### config.mk
export PLATFORM = sky130hd
export DESIGN_NAME = text_glyph_dot_expander_unit
export DESIGN_NICKNAME = d
export VERILOG_FILES = /design/src/tgde_pkg.sv /design/src/tgde_ctrl.sv /design/src/tgde_dp.sv /design/src/text_glyph_dot_expander_unit.sv
export SDC_FILE = /design/constraint.sdc
export NUM_CORES = 1
export LEC_CHECK = 0
export CAP_MARGIN = 10
export CORE_ASPECT_RATIO = 1.5
export CORE_MARGIN = 5
export CORE_UTILIZATION = 60
export CTS_CLUSTER_DIAMETER = 40
export DETAILED_ROUTE_END_ITERATION = 8
export DONT_BUFFER_PORTS = 1
export GPL_ROUTABILITY_DRIVEN = 0
export PLACE_DENSITY = 0.76
export SLEW_MARGIN = 20
export SYNTH_ARGS = -nofsm -noshare
export SYNTH_HDL_FRONTEND = slang
export SYNTH_HIERARCHICAL = 1
export SYNTH_SLANG_ARGS = --single-unit
export TNS_END_PERCENT = 1
### constraint.sdc
create_clock -name clk -period 18 [get_ports clk]
set_clock_uncertainty 0.05 [all_clocks]
set_input_delay 3.6 -clock clk [delete_from_list [all_inputs] [get_ports clk]]
set_output_delay 3.6 -clock clk [all_outputs]
set_load 0.05 [all_outputs]
### src/tgde_pkg.sv
`timescale 1ns / 1ps
// tgde_pkg: shared types, constants and the 5x7 font rom of the glyph dot expander
// no dependencies
package tgde_pkg;

	localparam int DEF_MAX_SCALE = 16;

	localparam int XW = 18;
	localparam int YW = 15;
	localparam int PXW = 16;
	localparam int PYW = 13;

	localparam logic [1:0] REG_FRAME_WIDTH  = 2'd0;
	localparam logic [1:0] REG_FRAME_HEIGHT = 2'd1;
	localparam logic [1:0] REG_DOT_SCALE    = 2'd2;

	localparam logic [12:0] RST_FRAME_WIDTH  = 13'd640;
	localparam logic [12:0] RST_FRAME_HEIGHT = 13'd480;
	localparam logic [4:0]  RST_DOT_SCALE    = 5'd1;
	localparam logic [12:0] FRAME_LIMIT      = 13'd4096;
	localparam logic signed [PXW:0] PEN_MAX  = 17'sd32767;

	localparam logic [2:0] ROW_LAST = 3'd6;
	localparam logic [2:0] COL_LAST = 3'd4;

	localparam logic [7:0] CHAR_SPACE = 8'h20;
	localparam logic [7:0] CHAR_DASH  = 8'h2D;
	localparam logic [7:0] CHAR_SLASH = 8'h2F;
	localparam logic [7:0] CHAR_COLON = 8'h3A;
	localparam logic [7:0] CHAR_0     = 8'h30;
	localparam logic [7:0] CHAR_9     = 8'h39;
	localparam logic [7:0] CHAR_UA    = 8'h41;
	localparam logic [7:0] CHAR_UZ    = 8'h5A;
	localparam logic [7:0] CHAR_LA    = 8'h61;
	localparam logic [7:0] CHAR_LZ    = 8'h7A;

	localparam logic [4:0] DIGIT_ROM [0:9][0:6] = '{
		'{5'd14, 5'd17, 5'd19, 5'd21, 5'd25, 5'd17, 5'd14},
		'{5'd4,  5'd12, 5'd4,  5'd4,  5'd4,  5'd4,  5'd14},
		'{5'd14, 5'd17, 5'd1,  5'd2,  5'd4,  5'd8,  5'd31},
		'{5'd30, 5'd1,  5'd1,  5'd14, 5'd1,  5'd1,  5'd30},
		'{5'd2,  5'd6,  5'd10, 5'd18, 5'd31, 5'd2,  5'd2},
		'{5'd31, 5'd16, 5'd30, 5'd1,  5'd1,  5'd17, 5'd14},
		'{5'd6,  5'd8,  5'd16, 5'd30, 5'd17, 5'd17, 5'd14},
		'{5'd31, 5'd1,  5'd2,  5'd4,  5'd8,  5'd8,  5'd8},
		'{5'd14, 5'd17, 5'd17, 5'd14, 5'd17, 5'd17, 5'd14},
		'{5'd14, 5'd17, 5'd17, 5'd15, 5'd1,  5'd2,  5'd12}
	};

	localparam logic [4:0] LETTER_ROM [0:25][0:6] = '{
		'{5'd14, 5'd17, 5'd17, 5'd31, 5'd17, 5'd17, 5'd17},
		'{5'd30, 5'd17, 5'd17, 5'd30, 5'd17, 5'd17, 5'd30},
		'{5'd14, 5'd17, 5'd16, 5'd16, 5'd16, 5'd17, 5'd14},
		'{5'd30, 5'd17, 5'd17, 5'd17, 5'd17, 5'd17, 5'd30},
		'{5'd31, 5'd16, 5'd16, 5'd30, 5'd16, 5'd16, 5'd31},
		'{5'd31, 5'd16, 5'd16, 5'd30, 5'd16, 5'd16, 5'd16},
		'{5'd14, 5'd17, 5'd16, 5'd23, 5'd17, 5'd17, 5'd15},
		'{5'd17, 5'd17, 5'd17, 5'd31, 5'd17, 5'd17, 5'd17},
		'{5'd14, 5'd4,  5'd4,  5'd4,  5'd4,  5'd4,  5'd14},
		'{5'd7,  5'd2,  5'd2,  5'd2,  5'd2,  5'd18, 5'd12},
		'{5'd17, 5'd18, 5'd20, 5'd24, 5'd20, 5'd18, 5'd17},
		'{5'd16, 5'd16, 5'd16, 5'd16, 5'd16, 5'd16, 5'd31},
		'{5'd17, 5'd27, 5'd21, 5'd21, 5'd17, 5'd17, 5'd17},
		'{5'd17, 5'd25, 5'd21, 5'd19, 5'd17, 5'd17, 5'd17},
		'{5'd14, 5'd17, 5'd17, 5'd17, 5'd17, 5'd17, 5'd14},
		'{5'd30, 5'd17, 5'd17, 5'd30, 5'd16, 5'd16, 5'd16},
		'{5'd14, 5'd17, 5'd17, 5'd17, 5'd21, 5'd18, 5'd13},
		'{5'd30, 5'd17, 5'd17, 5'd30, 5'd20, 5'd18, 5'd17},
		'{5'd15, 5'd16, 5'd16, 5'd14, 5'd1,  5'd1,  5'd30},
		'{5'd31, 5'd4,  5'd4,  5'd4,  5'd4,  5'd4,  5'd4},
		'{5'd17, 5'd17, 5'd17, 5'd17, 5'd17, 5'd17, 5'd14},
		'{5'd17, 5'd17, 5'd17, 5'd17, 5'd17, 5'd10, 5'd4},
		'{5'd17, 5'd17, 5'd17, 5'd21, 5'd21, 5'd21, 5'd10},
		'{5'd17, 5'd17, 5'd10, 5'd4,  5'd10, 5'd17, 5'd17},
		'{5'd17, 5'd17, 5'd10, 5'd4,  5'd4,  5'd4,  5'd4},
		'{5'd31, 5'd1,  5'd2,  5'd4,  5'd8,  5'd16, 5'd31}
	};

	localparam logic [4:0] DASH_ROM  [0:6] = '{5'd0, 5'd0, 5'd0, 5'd31, 5'd0, 5'd0, 5'd0};
	localparam logic [4:0] SLASH_ROM [0:6] = '{5'd16, 5'd16, 5'd16, 5'd8, 5'd4, 5'd2, 5'd1};
	localparam logic [4:0] COLON_ROM [0:6] = '{5'd0, 5'd0, 5'd4, 5'd0, 5'd4, 5'd0, 5'd0};

	typedef struct packed {
		logic       load;
		logic       step;
		logic       flush;
		logic [2:0] row;
		logic [2:0] col;
	} tgde_cmd_t;

	typedef struct packed {
		logic in_space;
		logic hit;
		logic pend_valid;
		logic out_free;
	} tgde_sts_t;

	typedef struct packed {
		logic [4:0]  h;
		logic [4:0]  w;
		logic [11:0] y;
		logic [11:0] x;
	} tgde_rect_t;

	// row word of the font, bit 4 is the leftmost column
	function automatic logic [4:0] glyph_row(input logic [7:0] c, input logic [2:0] row);
		logic [7:0] d;
		logic [7:0] u;
		logic [7:0] l;
		logic [4:0] r;
		d = c - CHAR_0;
		u = c - CHAR_UA;
		l = c - CHAR_LA;
		r = '0;
		if (c >= CHAR_0 && c <= CHAR_9) begin
			r = DIGIT_ROM[d[3:0]][row];
		end else if (c >= CHAR_UA && c <= CHAR_UZ) begin
			r = LETTER_ROM[u[4:0]][row];
		end else if (c >= CHAR_LA && c <= CHAR_LZ) begin
			r = LETTER_ROM[l[4:0]][row];
		end else if (c == CHAR_DASH) begin
			r = DASH_ROM[row];
		end else if (c == CHAR_SLASH) begin
			r = SLASH_ROM[row];
		end else if (c == CHAR_COLON) begin
			r = COLON_ROM[row];
		end
		return r;
	endfunction

endpackage

### src/tgde_ctrl.sv
`timescale 1ns / 1ps
// tgde_ctrl: controller that walks the 7x5 dot grid of one character
// depends on tgde_pkg
module tgde_ctrl
	import tgde_pkg::*;
(
	input  logic      clk,
	input  logic      arst_n,
	input  logic      s_tvalid,
	output logic      s_tready,
	input  tgde_sts_t sts,
	output tgde_cmd_t cmd
);

	typedef enum logic [1:0] {
		ST_IDLE,
		ST_SCAN,
		ST_FLUSH
	} state_t;

	state_t     state_q;
	logic [2:0] row_q;
	logic [2:0] col_q;

	assign s_tready = (state_q == ST_IDLE);

	always_comb begin
		cmd = '0;
		cmd.row = row_q;
		cmd.col = col_q;
		cmd.load = s_tvalid && s_tready;
		cmd.step = (state_q == ST_SCAN) && !(sts.hit && sts.pend_valid && !sts.out_free);
		cmd.flush = (state_q == ST_FLUSH) && (!sts.pend_valid || sts.out_free);
	end

	always_ff @(posedge clk or negedge arst_n) begin
		if (!arst_n) begin
			state_q <= ST_IDLE;
			row_q <= '0;
			col_q <= '0;
		end else begin
			unique case (state_q)
				ST_IDLE: begin
					if (cmd.load && !sts.in_space) begin
						state_q <= ST_SCAN;
						row_q <= '0;
						col_q <= '0;
					end
				end
				ST_SCAN: begin
					if (cmd.step) begin
						if (col_q == COL_LAST) begin
							col_q <= '0;
							if (row_q == ROW_LAST) begin
								state_q <= ST_FLUSH;
							end else begin
								row_q <= row_q + 3'd1;
							end
						end else begin
							col_q <= col_q + 3'd1;
						end
					end
				end
				ST_FLUSH: begin
					if (cmd.flush) begin
						state_q <= ST_IDLE;
					end
				end
				default: begin
					state_q <= ST_IDLE;
				end
			endcase
		end
	end

`ifndef SYNTHESIS
	a_scan_ends_in_flush: assert property (@(posedge clk) disable iff (!arst_n)
		(state_q == ST_SCAN && cmd.step && row_q == ROW_LAST && col_q == COL_LAST)
		|=> state_q == ST_FLUSH)
		else $error("grid walk did not close after the last dot");
	a_grid_bounds: assert property (@(posedge clk) disable iff (!arst_n)
		(row_q <= ROW_LAST) && (col_q <= COL_LAST))
		else $error("dot counter out of grid");
`endif

endmodule

### src/tgde_dp.sv
`timescale 1ns / 1ps
// tgde_dp: config registers, pen, dot clipping, pending rectangle and output register
// depends on tgde_pkg
module tgde_dp
	import tgde_pkg::*;
#(
	parameter int MAX_SCALE = DEF_MAX_SCALE
) (
	input  logic        clk,
	input  logic        arst_n,
	input  logic        cfg_we,
	input  logic [1:0]  cfg_index,
	input  logic [12:0] cfg_data,
	input  logic [39:0] s_tdata,
	input  logic        s_tuser,
	input  tgde_cmd_t   cmd,
	output tgde_sts_t   sts,
	output logic        m_tvalid,
	input  logic        m_tready,
	output logic [39:0] m_tdata,
	output logic        m_tlast
);

	localparam int SW = $clog2(MAX_SCALE + 1);
	localparam int EW = (SW > 5) ? SW : 5;
	localparam int AW = SW + 3;

	logic [12:0] frame_width_q;
	logic [12:0] frame_height_q;
	logic [4:0]  dot_scale_q;

	logic signed [PXW-1:0] pen_x_q;
	logic signed [PYW-1:0] pen_y_q;
	logic signed [XW-1:0]  dot_x_q;
	logic signed [YW-1:0]  dot_y_q;
	logic [7:0]            char_q;

	tgde_rect_t pend_rect_q;
	logic       pend_valid_q;
	tgde_rect_t out_rect_q;
	logic       out_last_q;
	logic       out_valid_q;

	logic [EW-1:0] scale_ext;
	logic [SW-1:0] scale;
	logic signed [XW-1:0] scale_x;
	logic signed [YW-1:0] scale_y;
	logic [12:0] fw;
	logic [12:0] fh;
	logic [AW-1:0] adv_space;
	logic [AW-1:0] adv_glyph;

	logic [7:0] in_char;
	logic signed [12:0] in_ox;
	logic signed [12:0] in_oy;
	logic signed [PXW-1:0] base_x;
	logic signed [PYW-1:0] base_y;
	logic signed [PXW:0] sum_space;
	logic signed [PXW:0] sum_glyph;
	logic signed [PXW-1:0] pen_space;
	logic signed [PXW-1:0] pen_glyph;

	logic [4:0] bits;
	logic       lit;
	logic signed [XW-1:0] x1;
	logic signed [XW-1:0] x0c;
	logic signed [XW-1:0] x1c;
	logic signed [XW-1:0] xd;
	logic signed [XW-1:0] fw_x;
	logic signed [YW-1:0] y1;
	logic signed [YW-1:0] y0c;
	logic signed [YW-1:0] y1c;
	logic signed [YW-1:0] yd;
	logic signed [YW-1:0] fh_y;
	logic       hit;
	tgde_rect_t cur_rect;

	logic push_mid;
	logic push_end;
	logic push;
	logic out_free;

	assign scale_ext = EW'(dot_scale_q);
	assign scale = (scale_ext > EW'(MAX_SCALE)) ? SW'(MAX_SCALE) : SW'(scale_ext);
	assign scale_x = signed'(XW'(scale));
	assign scale_y = signed'(YW'(scale));
	assign fw = (frame_width_q > FRAME_LIMIT) ? FRAME_LIMIT : frame_width_q;
	assign fh = (frame_height_q > FRAME_LIMIT) ? FRAME_LIMIT : frame_height_q;
	assign fw_x = signed'(XW'(fw));
	assign fh_y = signed'(YW'(fh));
	assign adv_space = AW'({scale, 2'b00});
	assign adv_glyph = AW'({scale, 2'b00}) + AW'({scale, 1'b0});

	assign in_char = s_tdata[7:0];
	assign in_ox = s_tdata[20:8];
	assign in_oy = s_tdata[33:21];
	assign base_x = s_tuser ? PXW'(in_ox) : pen_x_q;
	assign base_y = s_tuser ? in_oy : pen_y_q;

	// pen advance saturates at the top of its range
	assign sum_space = (PXW+1)'(base_x) + signed'((PXW+1)'(adv_space));
	assign sum_glyph = (PXW+1)'(pen_x_q) + signed'((PXW+1)'(adv_glyph));
	assign pen_space = (sum_space > PEN_MAX) ? PEN_MAX[PXW-1:0] : sum_space[PXW-1:0];
	assign pen_glyph = (sum_glyph > PEN_MAX) ? PEN_MAX[PXW-1:0] : sum_glyph[PXW-1:0];

	// clip the current dot against the frame
	assign bits = glyph_row(char_q, cmd.row);
	assign lit = bits[3'd4 - cmd.col];
	assign x1 = dot_x_q + scale_x;
	assign x0c = dot_x_q[XW-1] ? '0 : dot_x_q;
	assign x1c = (x1 > fw_x) ? fw_x : x1;
	assign xd = x1c - x0c;
	assign y1 = dot_y_q + scale_y;
	assign y0c = dot_y_q[YW-1] ? '0 : dot_y_q;
	assign y1c = (y1 > fh_y) ? fh_y : y1;
	assign yd = y1c - y0c;
	assign hit = lit && (x1c > x0c) && (y1c > y0c);

	always_comb begin
		cur_rect.x = x0c[11:0];
		cur_rect.y = y0c[11:0];
		cur_rect.w = xd[4:0];
		cur_rect.h = yd[4:0];
	end

	assign out_free = !out_valid_q || m_tready;
	assign push_mid = cmd.step && hit && pend_valid_q;
	assign push_end = cmd.flush && pend_valid_q;
	assign push = push_mid || push_end;

	always_comb begin
		sts.in_space = (in_char == CHAR_SPACE);
		sts.hit = hit;
		sts.pend_valid = pend_valid_q;
		sts.out_free = out_free;
	end

	assign m_tvalid = out_valid_q;
	assign m_tdata = {6'b0, out_rect_q};
	assign m_tlast = out_last_q;

	always_ff @(posedge clk or negedge arst_n) begin
		if (!arst_n) begin
			frame_width_q <= RST_FRAME_WIDTH;
			frame_height_q <= RST_FRAME_HEIGHT;
			dot_scale_q <= RST_DOT_SCALE;
			pen_x_q <= '0;
			pen_y_q <= '0;
			pend_valid_q <= 1'b0;
			out_valid_q <= 1'b0;
		end else begin
			if (cfg_we) begin
				unique case (cfg_index)
					REG_FRAME_WIDTH:  frame_width_q <= cfg_data;
					REG_FRAME_HEIGHT: frame_height_q <= cfg_data;
					REG_DOT_SCALE:    dot_scale_q <= cfg_data[4:0];
					default: ;
				endcase
			end
			if (cmd.load) begin
				pen_y_q <= base_y;
				pen_x_q <= (in_char == CHAR_SPACE) ? pen_space : base_x;
			end else if (cmd.flush) begin
				pen_x_q <= pen_glyph;
			end
			if (cmd.step && hit) begin
				pend_valid_q <= 1'b1;
			end else if (cmd.flush) begin
				pend_valid_q <= 1'b0;
			end
			if (push) begin
				out_valid_q <= 1'b1;
			end else if (m_tready) begin
				out_valid_q <= 1'b0;
			end
		end
	end

	// datapath payload
	always_ff @(posedge clk) begin
		if (cmd.load) begin
			char_q <= in_char;
			dot_x_q <= XW'(base_x);
			dot_y_q <= YW'(base_y);
		end else if (cmd.step) begin
			if (cmd.col == COL_LAST) begin
				dot_x_q <= XW'(pen_x_q);
				dot_y_q <= y1;
			end else begin
				dot_x_q <= x1;
			end
		end
		if (cmd.step && hit) begin
			pend_rect_q <= cur_rect;
		end
		if (push) begin
			out_rect_q <= pend_rect_q;
			out_last_q <= push_end;
		end
	end

`ifndef SYNTHESIS
	a_push_needs_room: assert property (@(posedge clk) disable iff (!arst_n)
		push |-> out_free)
		else $error("rectangle pushed into a full output register");
	a_flush_empties: assert property (@(posedge clk) disable iff (!arst_n)
		cmd.flush |=> !pend_valid_q && out_valid_q == ($past(pend_valid_q) || ($past(out_valid_q) && !$past(m_tready))))
		else $error("pending rectangle not handed over at end of character");
`endif

endmodule

### src/text_glyph_dot_expander_unit.sv
`timescale 1ns / 1ps
// A character is taken in one handshake. A space only moves the pen and the block is ready
// again in the next cycle. Any other byte walks all 35 dot positions of its 5x7 glyph, one
// position per cycle through the dot counter of the controller, stalling while a lit dot
// meets a full output register, and closes with a flush that hands over the final rectangle
// and advances the pen once the final rectangle has room. Rectangles leave one per transfer
// in row-major order through an output register; the last one of a character carries tlast.
// Characters that draw nothing, or whose dots all fall outside the frame, give no transfer.
// top level: depends on tgde_pkg, tgde_ctrl, tgde_dp
module text_glyph_dot_expander_unit
	import tgde_pkg::*;
#(
	parameter int MAX_SCALE = DEF_MAX_SCALE
) (
	input  logic        clk,
	input  logic        arst_n,
	input  logic        cfg_we,
	input  logic [1:0]  cfg_index,
	input  logic [12:0] cfg_data,
	input  logic        s_tvalid,
	output logic        s_tready,
	input  logic [39:0] s_tdata,   // char_code, origin_x, origin_y
	input  logic        s_tuser,   // new_text
	output logic        m_tvalid,
	input  logic        m_tready,
	output logic [39:0] m_tdata,   // rect_x, rect_y, rect_w, rect_h
	output logic        m_tlast
);

	tgde_cmd_t cmd;
	tgde_sts_t sts;

	tgde_ctrl u_ctrl (
		.clk      (clk),
		.arst_n   (arst_n),
		.s_tvalid (s_tvalid),
		.s_tready (s_tready),
		.sts      (sts),
		.cmd      (cmd)
	);

	tgde_dp #(
		.MAX_SCALE (MAX_SCALE)
	) u_dp (
		.clk       (clk),
		.arst_n    (arst_n),
		.cfg_we    (cfg_we),
		.cfg_index (cfg_index),
		.cfg_data  (cfg_data),
		.s_tdata   (s_tdata),
		.s_tuser   (s_tuser),
		.cmd       (cmd),
		.sts       (sts),
		.m_tvalid  (m_tvalid),
		.m_tready  (m_tready),
		.m_tdata   (m_tdata),
		.m_tlast   (m_tlast)
	);

endmodule

### Yosys cells after proc, flatten, opt, wreduce, memory -nomap -nowiden

Memory sizes are Yosys's and may differ from the RTL's.
Index checks and enable logic that the tools add are counted.

| word-level totals | value |
|---|---|
| input port bits | 61 |
| output and inout bits | 43 |
| memories | 6 |
| ROM bits | 2,920 |
| flip-flop bits (word level) | 180 |

Memories:

| name | depth | width | rd ports | clocked after memory_dff | write ports | RTL line | RTL |
|---|---|---|---|---|---|---|---|
| (no name shown) | 32 | 35 | 1 | 0 | 0 | tgde_pkg.sv:118 | `r = LETTER_ROM[u[4:0]][row];` |
| (no name shown) | 32 | 35 | 1 | 0 | 0 | tgde_pkg.sv:120 | `r = LETTER_ROM[l[4:0]][row];` |
| (no name shown) | 16 | 35 | 1 | 0 | 0 | tgde_pkg.sv:116 | `r = DIGIT_ROM[d[3:0]][row];` |
| (no name shown) | 8 | 5 | 1 | 0 | 0 | tgde_pkg.sv:122 | `r = DASH_ROM[row];` |
| (no name shown) | 8 | 5 | 1 | 0 | 0 | tgde_pkg.sv:124 | `r = SLASH_ROM[row];` |
| (no name shown) | 8 | 5 | 1 | 0 | 0 | tgde_pkg.sv:126 | `r = COLON_ROM[row];` |

| operators by class | value |
|---|---|
| magnitude comparators | 20 |
| equal/unequal tests | 16 |
| reductions and logical operators | 37 |
| bitwise gates (word level) | 4 |
| multiplexer cells | 67 |
| add/subtract/negate cells | 13 |

Operator list:

| operator | number |
|---|---|
| $mux 35 | 6 |
| $mux 16 | 6 |
| $mux 5 | 19 |
| $mux 18 | 4 |
| $mux 15 | 4 |
| $bmux 5 s3 | 3 |
| $mux 13 | 3 |
| $gt 17x16->1 const B | 2 |
| $eq 8x6->1 const B | 4 |
| $gt 13x13->1 const B | 2 |
| $add 18x6->18 | 1 |
| $gt 18x14->1 | 1 |
| $gt 18x18->1 | 1 |
| $mux 3 | 6 |
| $add 16x8->17 | 1 |
| $add 16x9->17 | 1 |
| $mux 17 | 1 |
| $ge 8x7->1 const B | 2 |
| $le 8x7->1 const B | 2 |
| $add 15x6->15 | 1 |
| $gt 15x14->1 | 1 |
| $gt 15x15->1 | 1 |
| $logic_and 1x1->1 | 14 |
| $mux 14 | 1 |
| other kinds (33) | 70 |

### Longest topological paths before layout

Gate-level depths: netlist of run 1.

| logic depth | value |
|---|---|
| depth after elaboration | 23 |
| gate-level depth with buffers | 38 |
| depth with buffers taken out | 36 |

### Modules after synthesis

Netlist of run 1, hierarchy kept.

By module, submodules not included:

| module | area an instance (µm²) | instances | cells each | sequential area each (µm²) |
|---|---|---|---|---|
| tgde_dp | 13,429.1 | 1 | 1,395 | 4,863.4 |
| tgde_ctrl | 531.8 | 1 | 56 | 200.2 |

### Worst setup path before layout of run 1

OpenSTA, ideal clock, no wires.

| path | value |
|---|---|
| path kind | register -> register |
| start | reg u_dp.dot_scale_q[4] |
| end | reg u_dp/pend_rect_q[0] in the netlist's numbering (enable) |
| setup slack | 10.082 ns |
| cell stages (with the launch flop) | 33 |
| period minus slack after synthesis | 7.918 ns |
| path buffers | 2 |
| arrival | 7.442 ns |
| library setup time | 0.425 ns |
| data required time | 17.525 ns |
| path through | dfrtp_1 nand2b_1 inv_1 ha_1 a21o_1 maj3_2 a31oi_4 nor2_1 xor2_1 ha_1 a21o_1 a21o_1 a21oi_1 o21ai_0 o221ai_1 a41oi_4 buf_6 mux2_4 ha_1 a21o_1 a221o_1 a221oi_1 o21ai_0 o211ai_1 nor4_2 nand3_2 nor2b_1 buf_4 nand3b_1 nand2_1 inv_1 nand2_1 nor2_1 |

RTL lines:

| element | RTL line | RTL |
|---|---|---|
| from (decl) | tgde_dp.sv:30 | `logic [4:0] dot_scale_q;` |
| from (signal assigned) | tgde_dp.sv:156 | `REG_DOT_SCALE: dot_scale_q <= cfg_data[4:0];` |
| to (signal assigned) | tgde_dp.sv:194 | `pend_rect_q <= cur_rect;` |
| to (decl) | tgde_dp.sv:38 | `tgde_rect_t pend_rect_q;` |

==> results of run 1 <==
-- sequential cells by signal, indices dropped and copies added (netlist names), 2 cells and up --
signal,flops
u_ctrl/row_q,3
u_dp/dot_scale_q,5
u_dp/m_tdata,34
u_dp/pen_y_q,13
u_dp/frame_height_q,13
u_dp/frame_width_q,13
u_dp/char_q,8
u_ctrl/col_q,3
u_dp/dot_x_q,18
u_dp/dot_y_q,15
u_ctrl/state_q,2
u_dp/pend_rect_q,34
u_dp/pen_x_q,16
-- power breakdown --
group / internal (uW) / switching (uW)
Clock: 186 / 166
Sequential: 554 / 101
Combinational: 439 / 558
Total: 1180 / 825
-- final cells by class --
| type | instances | area share |
|---|---|---|
| Clock inverter | 10 | 0.00618 |
| Clock buffer | 22 | 0.0314 |
| Timing Repair Buffer | 11 | 0.00704 |
| Multi-Input combinational cell | 1088 | 0.557 |
| Tap cell | 280 | 0.0241 |
| Inverter | 105 | 0.0271 |
| Sequential cell | 180 | 0.348 |
-- worst reg2reg max path: cells and delay by family (launching register included) --
family	cells	cell delay, ns
AO/OA/AOI/OAI	8	1.85
XOR/XNOR	1	0.31
adder cells (fa/ha/maj)	5	1.56
buffers and inverters	4	0.51
flip-flops	1	0.55
multiplexers	1	0.51
AND/OR/NAND/NOR	15	3.12
-- per-stage QoR --
stage               utilization  instance area, um^2
global route              0.634                14600
CTS                       0.633                14500
detailed placement        0.609                14000
floorplan                     -                14000
finish                    0.634                14600
global placement          0.609                14000
-- routing by layer --
| metal | GRT usage | wire length (um) |
|---|---|---|
| met1 | 0.331 | 13800 |
| met2 | 0.472 | 18100 |
| met3 | 0.0449 | 2390 |
| met4 | 0.130 | 1690 |
| met5 | 0 | 0 |
-- kinds of logic (layout without fill, tap and decap cells) --
group	after synthesis	count (layout)	synth area share
and+or+nand+nor	438	438	0.170
other	1	7	0.000269
xor gates and xnor gates	60	60	0.0411
adders and majority gates	112	112	0.103
DFF	180	180	0.363
muxes	107	107	0.0822
AOI/OAI and AO/OA	364	364	0.180
buffers and inverters	189	148	0.0600
-- cell usage after synthesis (8+ instances only) --
library cell / number
nand3_1: 21
o21ai_0: 72
o22ai_1: 17
nor2b_1: 33
o21a_1: 10
mux2_2: 53
and3_1: 10
buf_1: 10
a21oi_1: 89
nand2b_1: 55
xnor2_1: 37
a31oi_1: 14
a21o_1: 30
edfxtp_1: 110
clkbuf_1: 37
inv_1: 101
nand2_1: 118
buf_2: 15
a211oi_1: 16
nor2_1: 75
nand4_1: 22
nor3_1: 25
buf_6: 8
mux2i_1: 52
dfrtp_1: 63
and2_1: 8
buf_4: 13
o211ai_1: 13
xor2_1: 18
ha_1: 99
-- path summary, 6_finish.rpt --
kind | start | end | slack, ns | cells after the start
setup / recovery | u_dp/dot_scale_q[4] | u_dp/m_tdata[29] | 9.31 | 34
hold / removal | u_dp/pend_rect_q[17] | u_dp/m_tdata[17] | 0.37 | 0
setup reg to reg | u_dp/dot_scale_q[4] | u_dp/m_tdata[29] | 9.31 | 34
hold reg to reg | u_dp/pend_rect_q[17] | u_dp/m_tdata[17] | 0.37 | 0
max in group asynchronous | arst_n | u_dp/frame_height_q[5] | 14.88 | 0
min in group asynchronous | arst_n | u_dp/pen_y_q[7] | 2.80 | 0
==> results.py, run 1 <==
metrics = {
    "clock_network": {
        "cts_hold_buf": 0,
        "htree_levels": 4,
        "clk_pin_slew_ns": 0.07,
        "cts-root-buf": "clkbuf_16",
        "cts_made_buffers": 17,
        "clockBufferDepth": 2,
        "clock-sinks": 180,
        "cts_resized": 0,
        "clkLatencyLatePin_ns": 0.44,
        "postCtsSetupBuffers": 0,
        "cts_tree": "yes",
    },
    "finish": {
        "final_cell_mix": "nand2_1 (118), edfxtp_1 (110), inv_1 (101), ha_1 (98), a21oi_1 (89)",
        "drive_gt1_frac": 0.115,
        "multi_input_area_um2": 8110,
        "regArea_um2": 5060,
        "area_delta_synth_final_pct": 4.34,
        "instances_no_fill": 1696,
        "layout.nets": 1570,
        "antenna_cells": 0,
        "n_fill_cell": 1941,
        "final_common_cell": "nand2_1",
    },
    "die": {
        "fp.dieH_um": 197,
        "io_pins": 104,
        "rows": 68,
        "die-area_um2": 26500,
        "core_um2": 23000,
        "start_util": 0.608,
        "die_x_um": 135,
    },
    "placed_design": {
        "place_ws_ns": 9.33,
        "io_buffers": 0,
        "place_inst": 1663,
        "dp_hpwl_um": 26600,
    },
    "global_routing": {
        "grt_max_degree": 71,
        "antenna_found_initial": 0,
        "grt_overflow": 0,
        "grt_usage": 0.273,
        "grt_pass1_vias": 11000,
        "grt_first_pass_wirelength_um": 57600,
    },
    "route": {
        "wl_um": 36000,
        "via_per_inst": 6.50,
        "firstDrtPassIters": 8,
        "ant_nets": 0,
        "route.vias.total": 11000,
        "wire_per_inst_um": 21.2,
        "first_iter_violations": 1055,
        "drc": 0,
    },
    "logic_synthesis": {
        "synthFlopType": "edfxtp_1",
        "synth_seq_area_share": 0.363,
        "mappedNetlistArea_um2": 14000,
        "synth_seq_cells": 180,
        "synth_top_cell_area_share": 0.237,
        "postSynthCellCount": 1451,
        "synth_top_area_cell": "edfxtp_1",
        "avgSynthCellArea_um2": 9.62,
        "synth_async_sr_flop_share": 0.389,
        "ys_warn_count": 6,
        "synth.area.top_cells": "edfxtp_1 (24%), dfrtp_1 (11%), ha_1 (8.9%)",
        "synth_edf_count": 110,
        "ys_types": 117,
    },
    "pwr": {
        "p_leak_uw": 0.00592,
        "power.total_uw": 2000,
        "peakVddDrop_mv": 0.0888,
        "power_density_nw_per_um2": 138,
    },
    "sta": {
        "final-setup-viol-count": 0,
        "period_share": 0.483,
        "max_slew.worst_pin.slew_ns": 1.07,
        "relSlewSlack": 0.284,
        "period_needed_ns": 8.69,
        "whs_ns": 0.367,
        "hold_viol": 0,
        "rsz0062_at_grt": "false",
        "tns_ns": 0,
        "drv_slew": 0,
        "maxClockFrequency_mhz": 115,
        "setup_ws_ns": 9.31,
    },
    "setup_path": {
        "cp_slowest_cell": "nor2b_1",
        "critPathTopFamily": "simple AND/OR/NAND/NOR gates",
        "critical_path_arrival_ns": 8.84,
        "start_kind": "register",
        "slowest_delay_ns": 0.61,
        "critPathMaxFanout": 27,
        "crit_type": "reg -> reg",
        "cp.required_ns": 18.14,
        "crit_path_end_kind": "register",
        "crit_buf_inv": 4,
    },
    "flow_run": {
        "drv_cap": 0,
    },
    "worst_hold_path": {
        "holdCritPathClass": "reg -> reg",
    },
    "outcome": {
        "outcome": "completed",
    },
}
Power figures use the tool's default switching activity.
==> run 2, diff against run 1 <==
- ABC_AREA: unset -> 1
- clock period: 18 -> 8.3 ns (I/O delays scaled with it)
==> results.py, run 2 <==
metrics = {
    "setup_path": {
        "crit_path_end_kind": "register",
        "cp.required_ns": 8.32,
        "cp_slowest_cell": "dfrtp_1",
        "crit_path_frequent_cell": "nand2_1",
        "crit_type": "reg -> reg",
        "critical_path_arrival_ns": 7.63,
        "critPathMaxFanout": 35,
        "r2r_slack_ns": 0.70,
        "slowest_delay_ns": 0.68,
        "start_kind": "register",
    },
    "sta": {
        "rsz0062_at_grt": "false",
        "maxClockFrequency_mhz": 132,
        "drv_slew": 0,
        "tns_ns": 0,
        "final-setup-viol-count": 0,
        "max_slew.worst_pin.slew_ns": 1.01,
        "period_needed_ns": 7.60,
        "relSlewSlack": 0.324,
        "hold_viol": 0,
        "period_share": 0.916,
    },
    "logic_synthesis": {
        "synth_top_cell_area_share": 0.242,
        "mappedNetlistArea_um2": 13700,
        "synth_async_sr_flop_share": 0.389,
        "synth_seq_cells": 180,
        "ys_warn_count": 6,
        "postSynthCellCount": 1775,
        "synth_top_area_cell": "edfxtp_1",
        "synth_edf_count": 110,
        "synth.area.top_cells": "edfxtp_1 (24%), nand2_1 (12%), dfrtp_1 (12%)",
        "ys_types": 59,
        "synth_seq_area_share": 0.371,
        "synth.most_common_cell": "nand2_1",
        "synth_commonest_cells": "nand2_1 (433), inv_1 (233), o21ai_0 (151), edfxtp_1 (110), nor2_1 (110)",
        "avgSynthCellArea_um2": 7.69,
        "synthFlopType": "edfxtp_1",
    },
    "clock_network": {
        "clkLatencyLatePin_ns": 0.44,
        "clk_pin_slew_ns": 0.07,
        "clockBufferDepth": 2,
        "cts-root-buf": "clkbuf_16",
        "cts_tree": "yes",
        "cts_resized": 0,
        "htree_levels": 4,
        "postCtsSetupBuffers": 0,
        "cts_made_buffers": 17,
        "clock-sinks": 180,
        "cts_hold_buf": 0,
    },
    "global_routing": {
        "antenna_found_initial": 1,
        "busiest_layer": "met2",
        "met3_usage": 0.0380,
        "use_met1": 0.324,
        "use_met2": 0.481,
        "grt_pass1_vias": 12000,
        "grt_usage": 0.276,
        "grt_first_pass_wirelength_um": 58000,
        "grt_overflow": 0,
        "grt_max_degree": 71,
    },
    "finish": {
        "final_common_cell": "nand2_1",
        "drive_gt1_frac": 0.0825,
        "layout.nets": 1911,
        "final_cell_mix": "nand2_1 (433), inv_1 (234), o21ai_0 (150), edfxtp_1 (110), nor2_1 (108)",
        "area_delta_synth_final_pct": 4.88,
        "n_fill_cell": 1936,
    },
    "die": {
        "rows": 67,
        "die_x_um": 133,
        "io_pins": 104,
        "core_um2": 22400,
        "die-area_um2": 25900,
        "start_util": 0.610,
        "fp.dieH_um": 195,
    },
    "route": {
        "wl_um": 35900,
        "first_iter_violations": 1157,
        "firstDrtPassIters": 6,
        "route.vias.total": 12200,
        "wire_per_inst_um": 17.6,
        "via_per_inst": 5.98,
        "ant_nets": 0,
        "drc": 0,
    },
    "pwr": {
        "peakVddDrop_mv": 0.204,
        "p_leak_uw": 0.00662,
        "power_density_nw_per_um2": 370,
        "power.total_uw": 5290,
    },
    "flow_run": {
        "drv_cap": 0,
    },
    "outcome": {
        "outcome": "completed",
    },
    "placed_design": {
        "dp_hpwl_um": 27600,
        "io_buffers": 0,
    },
    "worst_hold_path": {
        "holdCritPathClass": "reg -> reg",
    },
}
==> run 2: metal layers <==
layer  vias up  share of wire
met1      5582           0.39
met3       159          0.060
li1       5852              -
met4         0          0.058
met5         -              0
met2       568           0.50
==> run 2: logic make-up after synthesis <==
group                      share of synthesized area
DFF                                            0.371
adders and majority gates                      0.101
and+or+nand+nor                                0.243
buffers and inverters                         0.0923
xor gates and xnor gates                      0.0313
AOI/OAI and AO/OA                              0.161
muxes                                       0.000733
other                                       0.000275
==> run 2: critical path, delay by kind of cell, from the launching register on <==
| family | cells | cell delay (ns) |
|---|---|---|
| and+or+nand+nor | 24 | 2.49 |
| DFF | 1 | 0.68 |
| buffers and inverters | 7 | 1.06 |
| AOI/OAI and AO/OA | 11 | 1.46 |
| xor gates and xnor gates | 1 | 0.21 |
| adders and majority gates | 4 | 1.26 |
==> run 2: final cells by class <==
| type | instances | area, um^2 | area share |
|---|---|---|---|
| diodes | 1 | 2.50 | 0.000175 |
| clock buffers | 21 | 460 | 0.0322 |
| clock inverters | 11 | 91.3 | 0.00638 |
| inverters | 245 | 922 | 0.0644 |
| multi-input cells | 1291 | 7370 | 0.514 |
| flip-flops and latches | 180 | 5060 | 0.354 |
| well taps | 276 | 345 | 0.0241 |
| repair buffers | 9 | 67.6 | 0.00472 |
==> run 2: stage by stage <==
step	cells	cell area (um^2)	util	hold WS, ns	setup slack (ns)
6_report	2034	14300	0.640	0.368	0.696
5_1_grt	2034	14300	0.640	0.374	0.0871
4_1_cts	2033	14300	0.640	0.369	0.709
3_5_place_dp	2001	13800	0.615	0.355	0.739
3_3_place_gp	2001	13800	0.615	0.350	0.858
2_1_floorplan	1781	13700	-	0.350	1.02
==> run 2: path summary, 6_finish.rpt <==
| path | cells past startpoint | startpoint | end |
|---|---|---|---|
| worst min register to register | 0 | u_dp/pend_rect_q[23] | u_dp/m_tdata[23] |
| worst min-delay path | 0 | u_dp/pend_rect_q[23] | u_dp/m_tdata[23] |
| min in group asynchronous | 0 | arst_n | u_ctrl/col_q[1] |
| worst max-delay path | 47 | u_dp/dot_scale_q[4] | u_dp/m_tdata[22] |
| max in group asynchronous | 0 | arst_n | u_dp/frame_height_q[6] |
| worst max register to register | 47 | u_dp/dot_scale_q[4] | u_dp/m_tdata[22] |
==> run 2: report_power, final <==
| part | internal, uW | switching [uW] |
|---|---|---|
| clock | 408 | 356 |
| sequential | 1290 | 248 |
| combinational | 1040 | 1950 |
